==> config.mk <==
export PLATFORM = sky130hd
export DESIGN_NAME = usb_hub_descriptor_parser_flat
export DESIGN_NICKNAME = d
export VERILOG_FILES = /design/src/hdp_pkg.sv /design/src/hdp_in_if.sv /design/src/hdp_out_if.sv /design/src/usb_hub_descriptor_parser.sv /design/src/hdp_capture.sv /design/src/hdp_check.sv /design/src/flat_wrapper.sv
export SDC_FILE = /design/constraint.sdc
export NUM_CORES = 1
export LEC_CHECK = 0
export BUFFER_PORTS_ARGS = -buffer_cell sky130_fd_sc_hd__buf_4
export CORE_AREA = 8 8 106 108
export DETAILED_ROUTE_END_ITERATION = 8
export DIE_AREA = 0 0 114 116
export GPL_TIMING_DRIVEN = 0
export PLACE_DENSITY = 0.86
export SETUP_SLACK_MARGIN = 0.05
export SLEW_MARGIN = 40
export SYNTH_ARGS = -nofsm -noshare
export SYNTH_HDL_FRONTEND = slang
export SYNTH_HIERARCHICAL = 1
export SYNTH_SLANG_ARGS = --single-unit
==> constraint.sdc <==
create_clock -name i_clk -period 3.87 [get_ports i_clk]
set_input_delay 0.9675 -clock i_clk [delete_from_list [all_inputs] [get_ports i_clk]]
set_output_delay 0.9675 -clock i_clk [all_outputs]
set_load 0.01 [all_outputs]
==> src/hdp_pkg.sv <==
`default_nettype none
package hdp_pkg;

    // descriptor type code of a hub descriptor
    localparam logic [7:0] HUB_DESC_TYPE = 8'h29;
    localparam logic [7:0] MIN_DESC_LEN  = 8'd7;
    localparam logic [7:0] COUNT_MAX     = 8'd255;

    // byte offsets within the descriptor
    localparam logic [7:0] OFS_LEN     = 8'd0;
    localparam logic [7:0] OFS_TYPE    = 8'd1;
    localparam logic [7:0] OFS_PORTS   = 8'd2;
    localparam logic [7:0] OFS_CHAR_LO = 8'd3;
    localparam logic [7:0] OFS_CHAR_HI = 8'd4;
    localparam logic [7:0] OFS_PGOOD   = 8'd5;
    localparam logic [7:0] OFS_CURR    = 8'd6;

    // power switching modes, characteristics bits 1:0
    localparam logic [1:0] PWR_INDIV = 2'd1;
    localparam logic [1:0] PWR_NONE  = 2'd2;
    localparam logic [1:0] PWR_BAD   = 2'd3;

    localparam int COMPOUND_BIT = 2;
    localparam int THINK_LO     = 5;
    localparam int MULTI_TT_BIT = 7;

    typedef struct packed {
        logic [7:0]  count;
        logic [7:0]  len;
        logic [7:0]  typ;
        logic [7:0]  ports;
        logic [15:0] char_w;
        logic [7:0]  pgood;
        logic [7:0]  curr;
    } t_hdr;

    typedef struct packed {
        logic        valid_res;
        logic [15:0] characteristics_word;
        logic [7:0]  num_ports;
        logic [7:0]  power_good_time;
        logic [7:0]  controller_current;
        logic        per_port_power;
        logic        no_power_switch;
        logic        compound_device;
        logic [1:0]  think_time;
        logic        multiple_tt;
    } t_res;

endpackage
`default_nettype wire

==> src/hdp_in_if.sv <==
`default_nettype none
interface hdp_in_if;
    logic       valid;
    logic       ready;
    logic [7:0] data_byte;
    logic       last_byte;

    modport source (output valid, output data_byte, output last_byte, input ready);
    modport sink   (input valid, input data_byte, input last_byte, output ready);
endinterface
`default_nettype wire

==> src/hdp_out_if.sv <==
`default_nettype none
interface hdp_out_if;
    logic        valid;
    logic        ready;
    logic        valid_res;
    logic [15:0] characteristics_word;
    logic [7:0]  num_ports;
    logic [7:0]  power_good_time;
    logic [7:0]  controller_current;
    logic        per_port_power;
    logic        no_power_switch;
    logic        compound_device;
    logic [1:0]  think_time;
    logic        multiple_tt;

    modport source (
        output valid, output valid_res, output characteristics_word, output num_ports,
        output power_good_time, output controller_current, output per_port_power,
        output no_power_switch, output compound_device, output think_time,
        output multiple_tt, input ready
    );
    modport sink (
        input valid, input valid_res, input characteristics_word, input num_ports,
        input power_good_time, input controller_current, input per_port_power,
        input no_power_switch, input compound_device, input think_time,
        input multiple_tt, output ready
    );
endinterface
`default_nettype wire

==> src/usb_hub_descriptor_parser.sv <==
`default_nettype none
// Hub descriptor parser. Takes one descriptor byte per word on i_in, with
// last_byte marking the buffer's final byte, and gives one result word on
// o_out per buffer. Throughput is one byte per clock: the header latches and
// the saturating byte counter update in the cycle a word is taken, and the
// checks run on the final byte on their way into the result register, so the
// result shows in the cycle after the final byte is taken. i_in stalls only
// while a finished result sits in the output register and o_out.ready is low;
// a result taken in the same cycle frees the slot for the next final byte.
// valid_res is high when the buffer holds at least 7 bytes, the type is 0x29,
// the port count is 1..MAX_PORTS, the stated length equals 7 plus twice the
// port bitmap size and fits both the buffer and MAX_BYTES, and the power
// switching mode is not the reserved code; otherwise every field is zero.
// Bytes beyond the seventh are counted only. No clearing pass after reset.
module usb_hub_descriptor_parser #(
    parameter int unsigned MAX_PORTS = 15,
    parameter int unsigned MAX_BYTES = 71
) (
    input  wire logic    i_clk,
    input  wire logic    i_rst_n,
    hdp_in_if.sink       i_in,
    hdp_out_if.source    o_out
);

    logic          accept;
    hdp_pkg::t_hdr hdr;
    hdp_pkg::t_res res;
    hdp_pkg::t_res r_res;
    logic          r_out_valid;

    // a slot is free when empty or being emptied this cycle
    assign i_in.ready = !r_out_valid || o_out.ready;
    assign accept     = i_in.valid && i_in.ready;

    hdp_capture u_capture (
        .i_clk       (i_clk),
        .i_rst_n     (i_rst_n),
        .i_accept    (accept),
        .i_data_byte (i_in.data_byte),
        .i_last_byte (i_in.last_byte),
        .o_hdr       (hdr)
    );

    hdp_check #(
        .MAX_PORTS (MAX_PORTS),
        .MAX_BYTES (MAX_BYTES)
    ) u_check (
        .i_hdr (hdr),
        .o_res (res)
    );

    // output register
    always_ff @(posedge i_clk) begin
        if (!i_rst_n) begin
            r_out_valid <= 1'b0;
        end else if (accept && i_in.last_byte) begin
            r_out_valid <= 1'b1;
        end else if (o_out.ready) begin
            r_out_valid <= 1'b0;
        end
    end

    always_ff @(posedge i_clk) begin
        if (accept && i_in.last_byte) begin
            r_res <= res;
        end
    end

    assign o_out.valid                = r_out_valid;
    assign o_out.valid_res            = r_res.valid_res;
    assign o_out.characteristics_word = r_res.characteristics_word;
    assign o_out.num_ports            = r_res.num_ports;
    assign o_out.power_good_time      = r_res.power_good_time;
    assign o_out.controller_current   = r_res.controller_current;
    assign o_out.per_port_power       = r_res.per_port_power;
    assign o_out.no_power_switch      = r_res.no_power_switch;
    assign o_out.compound_device      = r_res.compound_device;
    assign o_out.think_time           = r_res.think_time;
    assign o_out.multiple_tt          = r_res.multiple_tt;

endmodule
`default_nettype wire

==> src/hdp_capture.sv <==
`default_nettype none
// Header latches and saturating byte counter; presents the header as it
// stands once the current word is included.
module hdp_capture (
    input  wire logic          i_clk,
    input  wire logic          i_rst_n,
    input  wire logic          i_accept,
    input  wire logic [7:0]    i_data_byte,
    input  wire logic          i_last_byte,
    output hdp_pkg::t_hdr      o_hdr
);

    hdp_pkg::t_hdr r_hdr;
    hdp_pkg::t_hdr n_hdr;

    always_comb begin
        n_hdr = r_hdr;
        unique case (r_hdr.count)
            hdp_pkg::OFS_LEN:     n_hdr.len         = i_data_byte;
            hdp_pkg::OFS_TYPE:    n_hdr.typ         = i_data_byte;
            hdp_pkg::OFS_PORTS:   n_hdr.ports       = i_data_byte;
            hdp_pkg::OFS_CHAR_LO: n_hdr.char_w[7:0] = i_data_byte;
            hdp_pkg::OFS_CHAR_HI: n_hdr.char_w[15:8] = i_data_byte;
            hdp_pkg::OFS_PGOOD:   n_hdr.pgood       = i_data_byte;
            hdp_pkg::OFS_CURR:    n_hdr.curr        = i_data_byte;
            default:              ;
        endcase
        if (r_hdr.count != hdp_pkg::COUNT_MAX) begin
            n_hdr.count = r_hdr.count + 8'd1;
        end
    end

    assign o_hdr = n_hdr;

    // the final word closes the buffer: start afresh for the next one
    always_ff @(posedge i_clk) begin
        if (!i_rst_n) begin
            r_hdr <= '0;
        end else if (i_accept) begin
            if (i_last_byte) begin
                r_hdr <= '0;
            end else begin
                r_hdr <= n_hdr;
            end
        end
    end

endmodule
`default_nettype wire

==> src/hdp_check.sv <==
`default_nettype none
// Descriptor checks and characteristics decode.
module hdp_check #(
    parameter int unsigned MAX_PORTS = 15,
    parameter int unsigned MAX_BYTES = 71
) (
    input  hdp_pkg::t_hdr i_hdr,
    output hdp_pkg::t_res o_res
);

    logic [8:0] ports_ext;
    logic [5:0] map_bytes;
    logic [7:0] required;
    logic [1:0] mode;
    logic       ok;

    always_comb begin
        // bitmap covers the ports plus the reserved bit 0
        ports_ext    = {1'b0, i_hdr.ports} + 9'd8;
        map_bytes    = ports_ext[8:3];
        required     = hdp_pkg::MIN_DESC_LEN + {1'b0, map_bytes, 1'b0};
        mode         = i_hdr.char_w[1:0];

        ok = (i_hdr.count >= hdp_pkg::MIN_DESC_LEN)
            && (i_hdr.typ == hdp_pkg::HUB_DESC_TYPE)
            && (i_hdr.ports != 8'd0)
            && (i_hdr.ports <= 8'(MAX_PORTS))
            && (i_hdr.len == required)
            && (i_hdr.count >= i_hdr.len)
            && (i_hdr.len <= 8'(MAX_BYTES))
            && (mode != hdp_pkg::PWR_BAD);

        o_res = '0;
        if (ok) begin
            o_res.valid_res            = 1'b1;
            o_res.characteristics_word = i_hdr.char_w;
            o_res.num_ports            = i_hdr.ports;
            o_res.power_good_time      = i_hdr.pgood;
            o_res.controller_current   = i_hdr.curr;
            o_res.per_port_power       = (mode == hdp_pkg::PWR_INDIV);
            o_res.no_power_switch      = (mode == hdp_pkg::PWR_NONE);
            o_res.compound_device      = i_hdr.char_w[hdp_pkg::COMPOUND_BIT];
            o_res.think_time           = i_hdr.char_w[hdp_pkg::THINK_LO +: 2];
            o_res.multiple_tt          = i_hdr.char_w[hdp_pkg::MULTI_TT_BIT];
        end
    end

endmodule
`default_nettype wire

==> src/flat_wrapper.sv <==
// flat-port wrapper written by rule: the top's interface ports become plain ports
module usb_hub_descriptor_parser_flat 
#(
    parameter int unsigned MAX_PORTS = 15,
    parameter int unsigned MAX_BYTES = 71
)
  (i_clk, i_rst_n, i_in_valid, i_in_data_byte, i_in_last_byte, i_in_ready, o_out_valid, o_out_valid_res, o_out_characteristics_word, o_out_num_ports, o_out_power_good_time, o_out_controller_current, o_out_per_port_power, o_out_no_power_switch, o_out_compound_device, o_out_think_time, o_out_multiple_tt, o_out_ready);
  hdp_in_if i_in_i ();
  hdp_out_if o_out_i ();
  input  wire logic i_clk;
  input  wire logic i_rst_n;
  input wire logic [$bits(i_in_i.valid)-1:0] i_in_valid;
  input wire logic [$bits(i_in_i.data_byte)-1:0] i_in_data_byte;
  input wire logic [$bits(i_in_i.last_byte)-1:0] i_in_last_byte;
  output wire logic [$bits(i_in_i.ready)-1:0] i_in_ready;
  output wire logic [$bits(o_out_i.valid)-1:0] o_out_valid;
  output wire logic [$bits(o_out_i.valid_res)-1:0] o_out_valid_res;
  output wire logic [$bits(o_out_i.characteristics_word)-1:0] o_out_characteristics_word;
  output wire logic [$bits(o_out_i.num_ports)-1:0] o_out_num_ports;
  output wire logic [$bits(o_out_i.power_good_time)-1:0] o_out_power_good_time;
  output wire logic [$bits(o_out_i.controller_current)-1:0] o_out_controller_current;
  output wire logic [$bits(o_out_i.per_port_power)-1:0] o_out_per_port_power;
  output wire logic [$bits(o_out_i.no_power_switch)-1:0] o_out_no_power_switch;
  output wire logic [$bits(o_out_i.compound_device)-1:0] o_out_compound_device;
  output wire logic [$bits(o_out_i.think_time)-1:0] o_out_think_time;
  output wire logic [$bits(o_out_i.multiple_tt)-1:0] o_out_multiple_tt;
  input wire logic [$bits(o_out_i.ready)-1:0] o_out_ready;
  assign i_in_i.valid = i_in_valid;
  assign i_in_i.data_byte = i_in_data_byte;
  assign i_in_i.last_byte = i_in_last_byte;
  assign i_in_ready = i_in_i.ready;
  assign o_out_valid = o_out_i.valid;
  assign o_out_valid_res = o_out_i.valid_res;
  assign o_out_characteristics_word = o_out_i.characteristics_word;
  assign o_out_num_ports = o_out_i.num_ports;
  assign o_out_power_good_time = o_out_i.power_good_time;
  assign o_out_controller_current = o_out_i.controller_current;
  assign o_out_per_port_power = o_out_i.per_port_power;
  assign o_out_no_power_switch = o_out_i.no_power_switch;
  assign o_out_compound_device = o_out_i.compound_device;
  assign o_out_think_time = o_out_i.think_time;
  assign o_out_multiple_tt = o_out_i.multiple_tt;
  assign o_out_i.ready = o_out_ready;
  usb_hub_descriptor_parser #(.MAX_PORTS(MAX_PORTS), .MAX_BYTES(MAX_BYTES)) u_core (.i_clk(i_clk), .i_rst_n(i_rst_n), .i_in(i_in_i), .o_out(o_out_i));
endmodule
Word-level counts from Yosys, hierarchy flattened
Index checks and enable logic that the tools add are counted.

operators by class
  multiplexer cells = 12
  $lt $le $gt $ge = 4
  equality and inequality tests = 12
  $add $sub $neg = 3
  reductions and logical operators = 14

operator list
  cell                   count
  $mux W64               1
  $mux W8                8
  $mux W47               1
  $eq A8 B3 Y1 const B   3
  $eq A8 B2 Y1 const B   2
  $add A8 B4 Y9 const B  1
  $logic_and A1 B1 Y1    9
  $add A3 B7 Y8 const A  1
  $add A8 B1 Y8 const B  1
  $eq A8 B1 Y1 const B   1
  $eq A8 B6 Y1 const B   1
  $eq A8 B8 Y1           1
  $ge A8 B3 Y1 const B   1
  $ge A8 B8 Y1           1
  $le A8 B4 Y1 const B   1
  $le A8 B7 Y1 const B   1
  $logic_not A8 Y1       1
  $ne A8 B8 Y1 const B   1
  $reduce_bool A8 Y1     1
  $eq A2 B1 Y1 const B   1
  $eq A2 B2 Y1 const B   1
  $mux W1                2
  $ne A2 B2 Y1 const B   1
  $reduce_bool A2 Y1     1
  2 further kinds        2

storage, ports and cells
  logic and storage cells = 63
  output and inout bits = 49
  input port bits = 13
  flip-flop bits (word level) = 112

Depth between registers and ports, before layout
  depth after elaboration = 11
  gate-level depth with buffers = 15
  mapped depth without buffers = 11

Modules after synthesis
The synthesis kept the hierarchy.

modules (own cells, without submodules)
  module                     times used  cells an instance  sequential area each (sq um)  area an instance (sq um)
  hdp_capture                1           316                1,281.2                       3,235.6
  usb_hub_descriptor_parser  1           53                 1,431.4                       1,482.7
  hdp_check                  1           110                0.0                           792.0

Worst setup path before layout
Ideal clock, no wire load.

  kind = reg-to-reg
  from = reg u_core/u_capture/r_hdr[59] in the netlist's numbering
  to = reg u_core.r_res (netlist bit u_core/o_out.valid_res) (data pin)
  data arrival time = 3,091 ps
  data required time = 3,619 ps
  buffers on the path = 5
  period minus slack after synthesis = 3,342 ps
  slack = 528 ps
  stages on the path, launching flop included = 15
  setup time = 251 ps
  cell sequence = dfxtp_1 -> buf_2 -> nor4_4 -> and3_1 -> buf_4 -> mux2_2 -> ha_1 -> nand2b_1 -> a211oi_1 -> o221ai_1 -> nor4b_2 -> buf_6 -> buf_8 -> and2_2 -> buf_4

RTL lines
  element                   line                             source
  start: declaration        hdp_capture.sv:13                hdp_pkg::t_hdr r_hdr;
  start signal: assignment  hdp_capture.sv:43                r_hdr <= n_hdr;
  end signal: assignment    usb_hub_descriptor_parser.sv:65  r_res <= res;
  end: declaration          usb_hub_descriptor_parser.sv:28  hdp_pkg::t_res r_res;

==> impl_metrics.ini <==
[status]
outcome = completed

[logic_synthesis]
synth-edff-count = 47
synthDistinctLibCells = 63
synth_seq_cells = 112
synth_most_common_cell = dfxtp_1
async_flop_share_pct = 0
avgSynthCellArea_sq_um = 11.50
synth_ff_type = dfxtp_1
synthCells = 479
synth_area_sq_um = 5510
synth.top_cells.by_count = 65 x dfxtp_1, 58 x mux2_2, 47 x edfxtp_1
yosys-top-cells-area = edfxtp_1 26%, dfxtp_1 24%, mux2_2 12%
seq_area_frac_synth_pct = 49.23
synth_top_cell_by_area = edfxtp_1
yosysTopAreaCellShare_pct = 25.61
synth_warnings = 6

[timing]
period_share_pct = 95.36
hold_viol = 0
fin_crit_ns = 3.691
whs_ns = 0.4655
fmaxAchievable_ghz = 0.2710
worstMarginPinSlew_ns = 0.6181
max_slew_margin_pct = 58.79
rsz0062_at_grt = no
fin_worst_skew_ns = 0.01438
maxSlewViolCount = 0
report.final.setup_viol = 0

[route]
ant_nets = 0
drt-pass1-iter-count = 4
first_iter_violations = 366
totalWireLength_um = 12860
vias = 4164
routed_via_density = 5.966
post_drt_wl_per_cell_um = 18.42
drc = 0

[global_routing]
grt_use_total_pct = 19.65
grt_pass1_vias = 4124
grt_pass1_wl_um = 20800
antenna_found_initial = 0
overflow = 0
grt_max_degree = 26

[final_layout]
diodes = 0
nFillCells = 708
finish.instance_area_sq_um = 6426
fin_nets = 587
drive_gt1_share_pct = 33.45
area_growth_pct = 16.62

[critical_path]
cp-start-kind = register
cp_data_arrival_time_ns = 3.84
end_kind = register
worstPathMaxFanout = 10
required_ns = 4.02
worstSetupPathType = reg2reg

[power]
p_leak_nw = 2.829
p_per_area_nw_per_um2 = 332.0
p_sw_mw = 0.5540
combPwrFrac_pct = 10.2
p_sw_share_pct = 25.96
power.share.clock_pct = 30.9
seqPwrFrac_pct = 59.0
intPower_mw = 1.580
irDropWorstVdd_v = 0.0002327

[die]
row_count = 36
core_sq_um = 9549
fp.dieH_um = 116
die_w_um = 114
initial_core_util_pct = 57.70
io_pins = 62
dieArea_sq_um = 13220

[cts]
cts_max_level = 3
clk_pin_slew_ns = 0.11
cts_tree = done
cts_root_buffer = clkbuf_8
clock_latency_ns = 0.37
cts.sinks = 112
cts_buffer_depth = 2
numCtsBuffers = 9

[placement]
gp_congestion = 0.8664
placed_area_sq_um = 6188
dp_hpwl_um = 9218
portBuffers = 61

[hold_path]
min_path_type = reg2reg

[run]
max_cap_violations = 0
## area by class of cell
class	instances	area, sq um	area share, %
well taps	133	166.4	2.590
multi-input cells	311	2544	39.58
repair buffers	68	538.0	8.372
clock inverters	6	50.05	0.7788
clock buffers	10	127.6	1.986
inverters	14	52.55	0.8178
flip-flops and latches	112	2713	42.21
plain buffers	44	235.2	3.660
## placed cells by master (no fill, tap or decap), types with 4 or more instances in the layout
master and instances:
o21ai_1 4, buf_4 77, o21ai_0 10, a22o_1 46, and3_2 9, and3_1 40
nor3_1 6, a21boi_0 9, inv_6 4, dfxtp_1 65, ha_1 14, clkbuf_8 9
edfxtp_1 47, o2bb2ai_1 6, nand3_1 9, buf_2 4, clkbuf_1 24, clkbuf_2 4
inv_1 14, nand2_1 19, conb_1 4, nor2b_1 6, a21oi_1 8, mux2_2 58
nor2_1 8
## state kept, by name, summed over array words and instances, names as in the netlist
signal and cells:
u_core/u_capture/r_hdr 64, u_core/o_out.characteristics_word 16, u_core/o_out.controller_current 8, u_core/o_out.num_ports 8
u_core/o_out.power_good_time 8, u_core/o_out.think_time 2, u_core/o_out.compound_device 1, u_core/o_out.multiple_tt 1
u_core/o_out.no_power_switch 1, u_core/o_out.per_port_power 1, u_core/o_out.valid 1, u_core/o_out.valid_res 1
## metal layers
layer  vias up  GRT usage, %  routed length [um]
met2       163         33.64                6234
met5         -             0                   0
met1      2018         23.57                5387
li1       1951             -                   -
met3        32         3.856                 860
met4         0         8.696                 377
## cell families after synthesis
logic type | count (synthesis) | share of synthesized area, %
xor+xnor | 5 | 0.7949
fa+ha+maj | 14 | 3.179
other cells | 1 | 0.06805
compound gates | 99 | 14.15
simple gates | 131 | 15.49
flops | 112 | 49.23
buf+inv | 59 | 5.245
mux | 58 | 11.85
## critical path: stages (launching register included)
cell	delay (ns)
dfxtp_1	0.31
clkbuf_1	0.23
nor4_4	0.32
buf_4	0.19
and3_1	0.15
buf_4	0.17
mux2_2	0.36
ha_1	0.28
nand2b_1	0.14
a211oi_1	0.24
o221ai_1	0.16
nor4b_4	0.16
buf_4	0.17
buf_6	0.14
buf_8	0.13
and2_2	0.18
buf_4	0.12
## per-stage QoR
stage	util [%]	total power, mW	setup TNS [ns]	setup WS (ns)	instances
after floorplan	-	1.411	0	0.5275	482
after global routing	67.30	2.208	0	0.04695	698
after CTS	66.92	2.131	0	0.1130	696
after global placement	64.36	1.486	0	0.02068	676
after detailed placement	64.81	1.498	-0.06667	-0.05083	678
final	67.30	2.134	0	0.1794	698
## power groups by stage
stage	combinational, mW	sequential (mW)	clock [mW]
detailed placement	0.212	1.29	0
global route	0.235	1.26	0.712
CTS	0.215	1.26	0.659
floorplan	0.117	1.29	0
finish	0.217	1.26	0.658
global placement	0.201	1.28	0
## what timing repair did
item                       4_1_cts  5_1_grt
setup endpoints to repair       43       43
resized for setup                2        7
buffers inserted                 2        3
hold endpoints to repair         0        0
hold buffers                     0        0
pin swaps                        1        2
## path summary, 6_finish.rpt
| path | startpoint | depth (start not counted) | slack, ns | to |
|---|---|---|---|---|
| max | u_core/u_capture/r_hdr[61] | 16 | 0.18 | u_core/o_out.valid_res |
| max reg2reg | u_core/u_capture/r_hdr[61] | 16 | 0.18 | u_core/o_out.valid_res |
| min reg2reg | u_core/u_capture/r_hdr[23] | 2 | 0.47 | u_core/u_capture/r_hdr[23] |
| min | u_core/u_capture/r_hdr[23] | 2 | 0.47 | u_core/u_capture/r_hdr[23] |
Power figures use the tool's default switching activity.
